File: src/design/nnfs_pkg.sv
package nnfs_pkg;

   // largest frame dimension in pixels
   localparam int MAX_DIMENSION = 4096;

   // field and register widths
   localparam int DIM_W   = 13;
   localparam int POS_W   = 12;
   localparam int BPP_W   = 3;
   localparam int WORD_W  = 32;
   localparam int ADDR_W  = 26;
   localparam int IDX_W   = 3;
   localparam int NUM_W   = 2 * POS_W;
   localparam int LIN_W   = 2 * POS_W;

   // register indexes
   localparam logic [IDX_W-1:0] CSR_SRC_WIDTH       = 3'd0;
   localparam logic [IDX_W-1:0] CSR_SRC_HEIGHT      = 3'd1;
   localparam logic [IDX_W-1:0] CSR_DST_WIDTH       = 3'd2;
   localparam logic [IDX_W-1:0] CSR_DST_HEIGHT      = 3'd3;
   localparam logic [IDX_W-1:0] CSR_BYTES_PER_PIXEL = 3'd4;

   // queue between front and back
   localparam int QUEUE_DEPTH = 4;
   localparam int QPTR_W      = $clog2(QUEUE_DEPTH);
   localparam int QCNT_W      = $clog2(QUEUE_DEPTH + 1);

   // clamped configuration seen by the back end
   typedef struct packed {
      logic [DIM_W-1:0] src_width;
      logic [DIM_W-1:0] src_height;
      logic [DIM_W-1:0] dst_width;
      logic [DIM_W-1:0] dst_height;
      logic [BPP_W-1:0] bytes_per_pixel;
   } cfg_type;

   // one classified source pixel
   typedef struct packed {
      logic [POS_W-1:0]  column;
      logic [POS_W-1:0]  row;
      logic [WORD_W-1:0] word;
      logic              frame_end;
   } entry_type;

endpackage

File: src/design/nnfs_front.sv
module nnfs_front (
   input  logic                       clock,
   input  logic                       reset,
   input  logic                       csr_write_enable,
   input  logic [nnfs_pkg::IDX_W-1:0] csr_index,
   input  logic [nnfs_pkg::DIM_W-1:0] csr_write_data,
   input  logic                       req_valid,
   output logic                       req_ready,
   input  logic [nnfs_pkg::WORD_W-1:0] req_pixel_word,
   input  logic                       q_full,
   output logic                       q_push,
   output nnfs_pkg::entry_type        q_entry,
   output nnfs_pkg::cfg_type          cfg
);

   logic [nnfs_pkg::DIM_W-1:0] src_width_ff, src_width_in;
   logic [nnfs_pkg::DIM_W-1:0] src_height_ff, src_height_in;
   logic [nnfs_pkg::DIM_W-1:0] dst_width_ff, dst_width_in;
   logic [nnfs_pkg::DIM_W-1:0] dst_height_ff, dst_height_in;
   logic [nnfs_pkg::BPP_W-1:0] bpp_ff, bpp_in;
   logic [nnfs_pkg::POS_W-1:0] column_ff, column_in;
   logic [nnfs_pkg::POS_W-1:0] row_ff, row_in;
   logic [nnfs_pkg::DIM_W-1:0] sw_last;
   logic [nnfs_pkg::DIM_W-1:0] sh_last;
   logic                       row_end;
   logic                       frame_end;
   logic                       accept;
   logic [nnfs_pkg::WORD_W-1:0] mask;

   function automatic logic [nnfs_pkg::DIM_W-1:0] clamp_dim(
      input logic [nnfs_pkg::DIM_W-1:0] v
   );
      logic [nnfs_pkg::DIM_W-1:0] r;
      r = v;
      if (v == '0) begin
         r = nnfs_pkg::DIM_W'(1);
      end else if (v > nnfs_pkg::DIM_W'(nnfs_pkg::MAX_DIMENSION)) begin
         r = nnfs_pkg::DIM_W'(nnfs_pkg::MAX_DIMENSION);
      end
      return r;
   endfunction

   function automatic logic [nnfs_pkg::BPP_W-1:0] clamp_bpp(
      input logic [nnfs_pkg::BPP_W-1:0] v
   );
      logic [nnfs_pkg::BPP_W-1:0] r;
      r = v;
      if (v == '0) begin
         r = nnfs_pkg::BPP_W'(1);
      end else if (v > nnfs_pkg::BPP_W'(4)) begin
         r = nnfs_pkg::BPP_W'(4);
      end
      return r;
   endfunction

   // register writes
   always_comb begin
      src_width_in  = src_width_ff;
      src_height_in = src_height_ff;
      dst_width_in  = dst_width_ff;
      dst_height_in = dst_height_ff;
      bpp_in        = bpp_ff;
      if (csr_write_enable) begin
         case (csr_index)
            nnfs_pkg::CSR_SRC_WIDTH:       src_width_in  = csr_write_data;
            nnfs_pkg::CSR_SRC_HEIGHT:      src_height_in = csr_write_data;
            nnfs_pkg::CSR_DST_WIDTH:       dst_width_in  = csr_write_data;
            nnfs_pkg::CSR_DST_HEIGHT:      dst_height_in = csr_write_data;
            nnfs_pkg::CSR_BYTES_PER_PIXEL: bpp_in = csr_write_data[nnfs_pkg::BPP_W-1:0];
            default: ;
         endcase
      end
   end

   // clamped view of the sizes
   always_comb begin
      cfg.src_width       = clamp_dim(src_width_ff);
      cfg.src_height      = clamp_dim(src_height_ff);
      cfg.dst_width       = clamp_dim(dst_width_ff);
      cfg.dst_height      = clamp_dim(dst_height_ff);
      cfg.bytes_per_pixel = clamp_bpp(bpp_ff);
   end

   // row and frame end detection
   assign sw_last   = cfg.src_width - nnfs_pkg::DIM_W'(1);
   assign sh_last   = cfg.src_height - nnfs_pkg::DIM_W'(1);
   assign row_end   = {1'b0, column_ff} >= sw_last;
   assign frame_end = row_end && ({1'b0, row_ff} >= sh_last);

   assign req_ready = !q_full;
   assign accept    = req_valid && req_ready;
   assign q_push    = accept;

   // byte mask for the pixel size
   always_comb begin
      case (cfg.bytes_per_pixel)
         3'd1:    mask = 32'h0000_00FF;
         3'd2:    mask = 32'h0000_FFFF;
         3'd3:    mask = 32'h00FF_FFFF;
         default: mask = 32'hFFFF_FFFF;
      endcase
   end

   always_comb begin
      q_entry.column    = column_ff;
      q_entry.row       = row_ff;
      q_entry.word      = req_pixel_word & mask;
      q_entry.frame_end = frame_end;
   end

   // source position counters
   always_comb begin
      column_in = column_ff;
      row_in    = row_ff;
      if (accept) begin
         if (row_end) begin
            column_in = '0;
            row_in    = frame_end ? '0 : row_ff + nnfs_pkg::POS_W'(1);
         end else begin
            column_in = column_ff + nnfs_pkg::POS_W'(1);
         end
      end
   end

   always_ff @(posedge clock) begin
      if (reset) begin
         src_width_ff  <= nnfs_pkg::DIM_W'(1);
         src_height_ff <= nnfs_pkg::DIM_W'(1);
         dst_width_ff  <= nnfs_pkg::DIM_W'(1);
         dst_height_ff <= nnfs_pkg::DIM_W'(1);
         bpp_ff        <= nnfs_pkg::BPP_W'(4);
         column_ff     <= '0;
         row_ff        <= '0;
      end else begin
         src_width_ff  <= src_width_in;
         src_height_ff <= src_height_in;
         dst_width_ff  <= dst_width_in;
         dst_height_ff <= dst_height_in;
         bpp_ff        <= bpp_in;
         column_ff     <= column_in;
         row_ff        <= row_in;
      end
   end

endmodule

File: src/design/nnfs_queue.sv
module nnfs_queue (
   input  logic                clock,
   input  logic                reset,
   input  logic                push,
   input  nnfs_pkg::entry_type push_entry,
   input  logic                pop,
   output nnfs_pkg::entry_type pop_entry,
   output logic                full,
   output logic                empty
);

   nnfs_pkg::entry_type         mem_ff [nnfs_pkg::QUEUE_DEPTH];
   logic [nnfs_pkg::QPTR_W-1:0] wr_ptr_ff, wr_ptr_in;
   logic [nnfs_pkg::QPTR_W-1:0] rd_ptr_ff, rd_ptr_in;
   logic [nnfs_pkg::QCNT_W-1:0] count_ff, count_in;
   logic                        push_ok;
   logic                        pop_ok;

   assign full      = count_ff == nnfs_pkg::QCNT_W'(nnfs_pkg::QUEUE_DEPTH);
   assign empty     = count_ff == '0;
   assign push_ok   = push && !full;
   assign pop_ok    = pop && !empty;
   assign pop_entry = mem_ff[rd_ptr_ff];

   // pointer and fill count update
   always_comb begin
      wr_ptr_in = push_ok ? wr_ptr_ff + nnfs_pkg::QPTR_W'(1) : wr_ptr_ff;
      rd_ptr_in = pop_ok ? rd_ptr_ff + nnfs_pkg::QPTR_W'(1) : rd_ptr_ff;
      count_in  = count_ff;
      if (push_ok && !pop_ok) begin
         count_in = count_ff + nnfs_pkg::QCNT_W'(1);
      end else if (pop_ok && !push_ok) begin
         count_in = count_ff - nnfs_pkg::QCNT_W'(1);
      end
   end

   always_ff @(posedge clock) begin
      if (reset) begin
         wr_ptr_ff <= '0;
         rd_ptr_ff <= '0;
         count_ff  <= '0;
      end else begin
         wr_ptr_ff <= wr_ptr_in;
         rd_ptr_ff <= rd_ptr_in;
         count_ff  <= count_in;
      end
   end

   // entry storage
   always_ff @(posedge clock) begin
      if (push_ok) begin
         mem_ff[wr_ptr_ff] <= push_entry;
      end
   end

   a_count_bound: assert property (@(posedge clock) disable iff (reset)
      count_ff <= nnfs_pkg::QCNT_W'(nnfs_pkg::QUEUE_DEPTH))
      else $error("queue fill count beyond depth");

   a_count_grow: assert property (@(posedge clock) disable iff (reset)
      (push_ok && !pop_ok) |=> count_ff == $past(count_ff) + nnfs_pkg::QCNT_W'(1))
      else $error("queue fill count did not follow a push");

endmodule

File: src/design/nnfs_back.sv
module nnfs_back (
   input  logic                         clock,
   input  logic                         reset,
   input  nnfs_pkg::cfg_type            cfg,
   input  logic                         q_empty,
   input  nnfs_pkg::entry_type          q_entry,
   output logic                         q_pop,
   output logic                         rsp_valid,
   input  logic                         rsp_ready,
   output logic [nnfs_pkg::POS_W-1:0]   rsp_dest_column,
   output logic [nnfs_pkg::POS_W-1:0]   rsp_dest_row,
   output logic [nnfs_pkg::ADDR_W-1:0]  rsp_dest_byte_address,
   output logic [nnfs_pkg::WORD_W-1:0]  rsp_write_word,
   output logic                         rsp_frame_end
);

   localparam int STEP_W = $clog2(nnfs_pkg::NUM_W);
   localparam logic [STEP_W-1:0] LAST_STEP = STEP_W'(nnfs_pkg::NUM_W - 1);
   localparam int DR_W = nnfs_pkg::DIM_W + nnfs_pkg::NUM_W;

   typedef enum logic [2:0] {
      ST_IDLE,
      ST_MULT,
      ST_DIVIDE,
      ST_SAT,
      ST_LINE,
      ST_ADDR
   } state_type;

   state_type                    state_ff, state_in;
   logic [STEP_W-1:0]            step_ff, step_in;
   nnfs_pkg::entry_type          entry_ff, entry_in;
   logic [nnfs_pkg::DIM_W-1:0]   rem_col_ff, rem_col_in;
   logic [nnfs_pkg::NUM_W-1:0]   quo_col_ff, quo_col_in;
   logic [nnfs_pkg::DIM_W-1:0]   rem_row_ff, rem_row_in;
   logic [nnfs_pkg::NUM_W-1:0]   quo_row_ff, quo_row_in;
   logic [nnfs_pkg::POS_W-1:0]   col_ff, col_in;
   logic [nnfs_pkg::POS_W-1:0]   row_ff, row_in;
   logic [nnfs_pkg::LIN_W-1:0]   lin_ff, lin_in;
   logic                         rsp_valid_ff, rsp_valid_in;
   logic [nnfs_pkg::POS_W-1:0]   out_col_ff, out_col_in;
   logic [nnfs_pkg::POS_W-1:0]   out_row_ff, out_row_in;
   logic [nnfs_pkg::ADDR_W-1:0]  out_addr_ff, out_addr_in;
   logic [nnfs_pkg::WORD_W-1:0]  out_word_ff, out_word_in;
   logic                         out_fe_ff, out_fe_in;
   logic                         out_free;
   logic [DR_W-1:0]              col_step;
   logic [DR_W-1:0]              row_step;
   logic [nnfs_pkg::DIM_W-1:0]   dw_last;
   logic [nnfs_pkg::DIM_W-1:0]   dh_last;
   logic [nnfs_pkg::NUM_W-1:0]   dw_last_ext;
   logic [nnfs_pkg::NUM_W-1:0]   dh_last_ext;

   // one restoring division step: returns {remainder, quotient}
   function automatic logic [DR_W-1:0] div_step(
      input logic [nnfs_pkg::DIM_W-1:0] rem,
      input logic [nnfs_pkg::NUM_W-1:0] quo,
      input logic [nnfs_pkg::DIM_W-1:0] den
   );
      logic [nnfs_pkg::DIM_W:0] shifted;
      logic [nnfs_pkg::DIM_W:0] diff;
      logic [DR_W-1:0]          r;
      shifted = {rem, quo[nnfs_pkg::NUM_W-1]};
      diff    = shifted - {1'b0, den};
      if (shifted >= {1'b0, den}) begin
         r = {diff[nnfs_pkg::DIM_W-1:0], quo[nnfs_pkg::NUM_W-2:0], 1'b1};
      end else begin
         r = {shifted[nnfs_pkg::DIM_W-1:0], quo[nnfs_pkg::NUM_W-2:0], 1'b0};
      end
      return r;
   endfunction

   assign col_step    = div_step(rem_col_ff, quo_col_ff, cfg.src_width);
   assign row_step    = div_step(rem_row_ff, quo_row_ff, cfg.src_height);
   assign dw_last     = cfg.dst_width - nnfs_pkg::DIM_W'(1);
   assign dh_last     = cfg.dst_height - nnfs_pkg::DIM_W'(1);
   assign dw_last_ext = nnfs_pkg::NUM_W'(dw_last);
   assign dh_last_ext = nnfs_pkg::NUM_W'(dh_last);
   assign out_free    = !rsp_valid_ff || rsp_ready;
   assign q_pop       = (state_ff == ST_IDLE) && !q_empty;

   // sequencer: scale products, column and row division in the same steps, clamp, line index, address build
   always_comb begin
      state_in     = state_ff;
      step_in      = step_ff;
      entry_in     = entry_ff;
      rem_col_in   = rem_col_ff;
      quo_col_in   = quo_col_ff;
      rem_row_in   = rem_row_ff;
      quo_row_in   = quo_row_ff;
      col_in       = col_ff;
      row_in       = row_ff;
      lin_in       = lin_ff;
      rsp_valid_in = rsp_valid_ff && !rsp_ready;
      out_col_in   = out_col_ff;
      out_row_in   = out_row_ff;
      out_addr_in  = out_addr_ff;
      out_word_in  = out_word_ff;
      out_fe_in    = out_fe_ff;
      case (state_ff)
         ST_IDLE: begin
            if (!q_empty) begin
               entry_in = q_entry;
               state_in = ST_MULT;
            end
         end
         ST_MULT: begin
            quo_col_in = nnfs_pkg::NUM_W'(cfg.dst_width)
                         * nnfs_pkg::NUM_W'(entry_ff.column);
            quo_row_in = nnfs_pkg::NUM_W'(cfg.dst_height)
                         * nnfs_pkg::NUM_W'(entry_ff.row);
            rem_col_in = '0;
            rem_row_in = '0;
            step_in    = '0;
            state_in   = ST_DIVIDE;
         end
         ST_DIVIDE: begin
            {rem_col_in, quo_col_in} = col_step;
            {rem_row_in, quo_row_in} = row_step;
            step_in = step_ff + STEP_W'(1);
            if (step_ff == LAST_STEP) begin
               state_in = ST_SAT;
            end
         end
         ST_SAT: begin
            col_in = (quo_col_ff > dw_last_ext) ? dw_last[nnfs_pkg::POS_W-1:0]
                                                : quo_col_ff[nnfs_pkg::POS_W-1:0];
            row_in = (quo_row_ff > dh_last_ext) ? dh_last[nnfs_pkg::POS_W-1:0]
                                                : quo_row_ff[nnfs_pkg::POS_W-1:0];
            state_in = ST_LINE;
         end
         ST_LINE: begin
            lin_in = nnfs_pkg::LIN_W'(row_ff * cfg.dst_width
                     + {{nnfs_pkg::DIM_W{1'b0}}, col_ff});
            state_in = ST_ADDR;
         end
         ST_ADDR: begin
            if (out_free) begin
               rsp_valid_in = 1'b1;
               out_col_in   = col_ff;
               out_row_in   = row_ff;
               out_addr_in  = nnfs_pkg::ADDR_W'(lin_ff)
                              * nnfs_pkg::ADDR_W'(cfg.bytes_per_pixel);
               out_word_in  = entry_ff.word;
               out_fe_in    = entry_ff.frame_end;
               state_in     = ST_IDLE;
            end
         end
         default: state_in = ST_IDLE;
      endcase
   end

   always_ff @(posedge clock) begin
      if (reset) begin
         state_ff     <= ST_IDLE;
         rsp_valid_ff <= 1'b0;
      end else begin
         state_ff     <= state_in;
         rsp_valid_ff <= rsp_valid_in;
      end
      step_ff     <= step_in;
      entry_ff    <= entry_in;
      rem_col_ff  <= rem_col_in;
      quo_col_ff  <= quo_col_in;
      rem_row_ff  <= rem_row_in;
      quo_row_ff  <= quo_row_in;
      col_ff      <= col_in;
      row_ff      <= row_in;
      lin_ff      <= lin_in;
      out_col_ff  <= out_col_in;
      out_row_ff  <= out_row_in;
      out_addr_ff <= out_addr_in;
      out_word_ff <= out_word_in;
      out_fe_ff   <= out_fe_in;
   end

   assign rsp_valid             = rsp_valid_ff;
   assign rsp_dest_column       = out_col_ff;
   assign rsp_dest_row          = out_row_ff;
   assign rsp_dest_byte_address = out_addr_ff;
   assign rsp_write_word        = out_word_ff;
   assign rsp_frame_end         = out_fe_ff;

   a_divide_done: assert property (@(posedge clock) disable iff (reset)
      (state_ff == ST_DIVIDE && step_ff == LAST_STEP) |=> state_ff == ST_SAT)
      else $error("division did not finish after its last step");

   a_result_out: assert property (@(posedge clock) disable iff (reset)
      (state_ff == ST_ADDR && out_free) |=> (rsp_valid_ff && state_ff == ST_IDLE))
      else $error("finished result not presented");

endmodule

File: src/design/nearest_neighbor_forward_scaler.sv
// flow: a pixel passes the queue, then back end multiply, 24-step divide,
//   clamp, line and address states; the back end works on one pixel at a time;
//   a 4-entry queue lets the front take pixels meanwhile
// reset: synchronous, active high; sizes reset to 1, pixel size to 4,
//   source counters to 0, queue and result register empty
module nearest_neighbor_forward_scaler (
   input  logic                         clock,
   input  logic                         reset,
   input  logic                         csr_write_enable,
   input  logic [nnfs_pkg::IDX_W-1:0]   csr_index,
   input  logic [nnfs_pkg::DIM_W-1:0]   csr_write_data,
   input  logic                         req_valid,
   output logic                         req_ready,
   input  logic [nnfs_pkg::WORD_W-1:0]  req_pixel_word,
   output logic                         rsp_valid,
   input  logic                         rsp_ready,
   output logic [nnfs_pkg::POS_W-1:0]   rsp_dest_column,
   output logic [nnfs_pkg::POS_W-1:0]   rsp_dest_row,
   output logic [nnfs_pkg::ADDR_W-1:0]  rsp_dest_byte_address,
   output logic [nnfs_pkg::WORD_W-1:0]  rsp_write_word,
   output logic                         rsp_frame_end
);

   nnfs_pkg::cfg_type   cfg;
   nnfs_pkg::entry_type push_entry;
   nnfs_pkg::entry_type pop_entry;
   logic                q_push;
   logic                q_pop;
   logic                q_full;
   logic                q_empty;

   // counters, registers and pixel classification
   nnfs_front u_front (
      .clock            (clock),
      .reset            (reset),
      .csr_write_enable (csr_write_enable),
      .csr_index        (csr_index),
      .csr_write_data   (csr_write_data),
      .req_valid        (req_valid),
      .req_ready        (req_ready),
      .req_pixel_word   (req_pixel_word),
      .q_full           (q_full),
      .q_push           (q_push),
      .q_entry          (push_entry),
      .cfg              (cfg)
   );

   // decoupling queue
   nnfs_queue u_queue (
      .clock      (clock),
      .reset      (reset),
      .push       (q_push),
      .push_entry (push_entry),
      .pop        (q_pop),
      .pop_entry  (pop_entry),
      .full       (q_full),
      .empty      (q_empty)
   );

   // scaling, division and address build
   nnfs_back u_back (
      .clock                 (clock),
      .reset                 (reset),
      .cfg                   (cfg),
      .q_empty               (q_empty),
      .q_entry               (pop_entry),
      .q_pop                 (q_pop),
      .rsp_valid             (rsp_valid),
      .rsp_ready             (rsp_ready),
      .rsp_dest_column       (rsp_dest_column),
      .rsp_dest_row          (rsp_dest_row),
      .rsp_dest_byte_address (rsp_dest_byte_address),
      .rsp_write_word        (rsp_write_word),
      .rsp_frame_end         (rsp_frame_end)
   );

endmodule
File: config.mk
export PLATFORM = sky130hd
export DESIGN_NAME = nearest_neighbor_forward_scaler
export DESIGN_NICKNAME = d
export VERILOG_FILES = /design/src/design/nnfs_pkg.sv /design/src/design/nnfs_front.sv /design/src/design/nnfs_queue.sv /design/src/design/nnfs_back.sv /design/src/design/nearest_neighbor_forward_scaler.sv
export SDC_FILE = /design/constraint.sdc
export NUM_CORES = 2
export LEC_CHECK = 0
export BUFFER_PORTS_ARGS = -buffer_cell sky130_fd_sc_hd__buf_2
export CAP_MARGIN = 20
export CORE_MARGIN = 1.5
export CORE_UTILIZATION = 40
export CTS_BUF_LIST = sky130_fd_sc_hd__clkbuf_8
export CTS_CLUSTER_DIAMETER = 120
export DETAILED_ROUTE_END_ITERATION = 10
export GPL_ROUTABILITY_DRIVEN = 0
export GPL_TIMING_DRIVEN = 0
export PLACE_DENSITY = 0.53
export SYNTH_ARGS = -nofsm -noshare
export SYNTH_HDL_FRONTEND = slang
export SYNTH_SLANG_ARGS = --single-unit
File: constraint.sdc
create_clock -name clock -period 20.9 [get_ports clock]
set_input_delay 5.225 -clock clock [delete_from_list [all_inputs] [get_ports clock]]
set_output_delay 5.225 -clock clock [all_outputs]
set_load 0.02 [all_outputs]
==> summary.md <==
| Metric | Value |
|---|---|
| Floorplan core area | `approximately 100,000 um2` |
| Cell Rows | `118` |
| CP Capture Point | `u_back.quo_col_ff[22]` |
| Final sum of negative setup slack | `0 ps` |
| First element of the critical path | `u_front.dst_width_ff[1]` |
| Number of enable flip-flop cells after synthesis | `between 400 and 500` |
| Number of antenna violations at the first check in global routing | `7` |
| DPL Wire Length | `around 83,000 um` |
| Via count | `between 20,000 and 30,000` |
| Storage cell area | `~17,000 um2` |
| Routed wl met2 | `~52,000 um` |
| Pin slew with the least headroom to its limit | `1170 ps` |
| Setup fix buffers added after clock tree synthesis | `0` |
| Die ar. | `between 100,000 and 150,000 um2` |
| Detailed route wirelength on metal3 | `between 4000 and 5000 um` |
| Nets in the synthesized netlist | `roughly 4,600` |
| First-iteration detailed-routing DRC count | `1,753` |
| Final WL | `roughly 110,000 um` |
| Worst r2r path cells | `25` |
| Setup slack of the critical path after layout | `12,470 ps` |
| Count of input and output buffers | `about 140` |
| Num Clock Sinks | `between 500 and 600` |
| Die width | `327 um` |
| Number of levels the H-tree was split into | `3` |
| Pin count of the biggest net entering global routing | `between 40 and 50` |
| Routed wire per std cell | `between 15 and 20 um` |
| Cell area after synthesis | `~42,000 um2` |
| Top Layer Used | `met5` |
| Total count of hold-check failures in the final report | `0` |
| Reg-to-reg slack, setup | `12,470 ps` |
| Kind of launch point of the worst setup path | `register` |
| Maximum count of clock buffers along a single path | `3` |
| End of the worst register-to-register path | `u_back.quo_col_ff[22]` |
| Mapped Avg Cell Area | `around 11 um2` |
| Detailed-route DRC error count | `0` |
| Share of post-route cells with drive strength above 1 | `around a tenth` |
| Remaining global-route overflow | `0` |
| Insertion delay to the later sink of the worst-skew pair | `between 700 and 800 ps` |
| Effective utilization at floorplan | `roughly two fifths` |
| Fillcell total | `a little under 10,000` |
| Worst ir drop on vdd | `between 60 and 70 uV` |
| Power density of the placed cells | `about 94 nW/um2` |
| Post-Place Worst Slack | `12,530 ps` |
| Via density per instance | `slightly above 5` |
| Height of the die | `approximately 330 um` |
| Setup repair after global routing missed its margin | `false` |
| Minimum clock period | `around 8400 ps` |
| DRT antenna net count | `0` |
| Critical-path top delay cell | `sky130_fd_sc_hd__nor4_1` |
| Post-synthesis cell count | `3,910` |
| Clock tree from TritonCTS | `built` |
| Post-route clock period utilization | `about two fifths` |
| Post-layout total power | `4.42 mW` |
| Number of flip-flops and latches in the synthesized netlist | `a little under 600` |
| Post-CTS Hold Fix Bufs | `0` |
| Leading cell type in the layout, fill and taps excluded | `sky130_fd_sc_hd__nand2_1` |
| Peak per-stage delay on the critical path | `about 690 ps` |
| Worst min path class | `reg -> reg` |
| Metal-1 WL | `about 48,000 um` |
| Ys async rst share | `0%` |
| Final setup violation count | `0` |
| Commonest cells after routing, fill and taps aside | `607 x sky130_fd_sc_hd__nand2_1, 603 x sky130_fd_sc_hd__inv_1, 495 x sky130_fd_sc_hd__edfxtp_1` |
| Static leakage | `about 20 nW` |
| Top_reg_cell synth | `sky130_fd_sc_hd__edfxtp_1` |
| Worst path required time | `21,510 ps` |
| Resized cells post-CTS | `0` |
| Proportion of synthesized chip area in sequential cells | `around 40%` |
| Number of iterations in the first detailed-routing pass | `5` |
| Worst-path maximum fanout | `10` |
| Max capacitance violation total | `0` |
| Overall Global Routing Usage | `approximately 20%` |
| Endpoint type of the worst setup path | `register` |
| Pins over their slew limit | `0` |
| Status | `completed` |
| Global-route wire length before repair | `approximately 170,000 um` |
| Category of the most critical setup path | `reg -> reg` |
| TritonCTS Buffers | `approximately 100` |
| Root buffer cell | `sky130_fd_sc_hd__clkbuf_8` |
| Area growth from synthesis to final layout | `11.9%` |
| Worst hold slack after final layout | `between 300 and 400 ps` |
| Clock transition at path regs | `roughly 70 ps` |
| Critical R2R Launch | `u_front.dst_width_ff[1]` |
| Cell area reported after detailed placement | `44,800 um2` |
| Data arrival time at the worst-slack endpoint | `9030 ps` |
| Highest attainable clock frequency | `roughly 120 MHz` |
| Cell repeated most along the worst path | `sky130_fd_sc_hd__fa_1` |
| Synth warn | `0` |
| I/O Pins | `between 100 and 150` |
| Count of different cell masters after synthesis | `75` |
| Multi-input gate area | `~23,000 um2` |
| Layout Skew | `41.6 ps` |
| Net count, final | `around 4,900` |
| Design area | `47,000 um2` |
| Via count of the first global-routing pass | `about 30,000` |
| Headroom to the max-slew limit | `21.8%` |
[sequential cells by signal (all words and copies together), names as in the netlist, 24 cells and up]
signal,count
u_back.rsp_write_word,32
u_back.rsp_dest_byte_address,26
u_back.quo_col_ff,24
u_back.entry_ff,57
u_queue.mem_ff,228
u_back.quo_row_ff,24
u_back.lin_ff,24
[metal layers]
metal,global-route usage (%),vias to the layer above
li1,-,13500
met4,5.74,2
met5,0,-
met1,27.4,14200
met3,2.96,149
met2,34.8,623
[cell type report]
class                   count  share of cell area, %
inverters                 574                   4.58
multi-input cells        2589                   48.1
clock buffers             114                   3.34
flip-flops and latches    585                   35.5
plain buffers             162                   1.33
diodes                      3                 0.0160
well taps                1380                   3.67
repair buffers            161                   2.27
clock inverters            76                   1.21
[kinds of logic after synthesis]
| family | Yosys count | share of synthesized area (%) |
|---|---|---|
| AND/OR/NAND/NOR | 1253 | 14.1 |
| flip-flops | 585 | 39.7 |
| XOR/XNOR | 149 | 3.11 |
| adder cells (fa/ha/maj) | 664 | 26.3 |
| buffers and inverters | 736 | 6.61 |
| multiplexers | 106 | 4.22 |
| AO/OA/AOI/OAI | 417 | 6.02 |
[power by group]
group / switching (mW) / total [mW] / internal, mW
Combinational: 0.966 / 1.57 / 0.609
Clock: 0.511 / 1.10 / 0.586
Sequential: 0.150 / 1.75 / 1.60
[worst max-delay path: cells and delay by family, from the launching register on]
kind            cells  cell delay, ps
fa+ha+maj           6            3010
compound gates      7            1460
buf+inv             5            1130
simple gates        7            2320
flops               1             350
[cells in the mapped netlist (80+ instances only)]
| cell type | instances | area (um2) |
|---|---|---|
| sky130_fd_sc_hd__a21oi_1 | 178 | 891 |
| sky130_fd_sc_hd__and2_1 | 182 | 1140 |
| sky130_fd_sc_hd__clkbuf_1 | 149 | 559 |
| sky130_fd_sc_hd__dfxtp_1 | 90 | 1800 |
| sky130_fd_sc_hd__edfxtp_1 | 495 | 14900 |
| sky130_fd_sc_hd__fa_1 | 364 | 7290 |
| sky130_fd_sc_hd__ha_1 | 300 | 3750 |
| sky130_fd_sc_hd__inv_1 | 573 | 2150 |
| sky130_fd_sc_hd__nand2_1 | 607 | 2280 |
| sky130_fd_sc_hd__nor2_1 | 170 | 638 |
| sky130_fd_sc_hd__o21ai_0 | 80 | 400 |
| sky130_fd_sc_hd__xnor2_1 | 95 | 832 |
[worst min-delay path by stage]
stage / from / to / slack [ps] / cells after the start
6_report: u_back.entry_ff[0] / u_back.rsp_frame_end / 390 / 0
3_5_place_dp: u_back.entry_ff[19] / u_back.rsp_write_word[18] / 400 / 0
5_1_grt: u_back.entry_ff[0] / u_back.rsp_frame_end / 410 / 0
3_3_place_gp: u_back.entry_ff[10] / u_back.rsp_write_word[9] / 400 / 0
4_1_cts: u_back.entry_ff[0] / u_back.rsp_frame_end / 390 / 0
2_1_floorplan: u_back.entry_ff[0] / u_back.rsp_frame_end / 400 / 0
[through the flow]
| step | std cells | util (%) |
|---|---|---|
| after floorplan | 3910 | - |
| after global placement | 5426 | 42.8 |
| after detailed placement | 5450 | 43.2 |
| after CTS | 5640 | 45.3 |
| after global routing | 5642 | 45.3 |
| final | 5644 | 45.3 |
(Power assumes the default switching activity.)
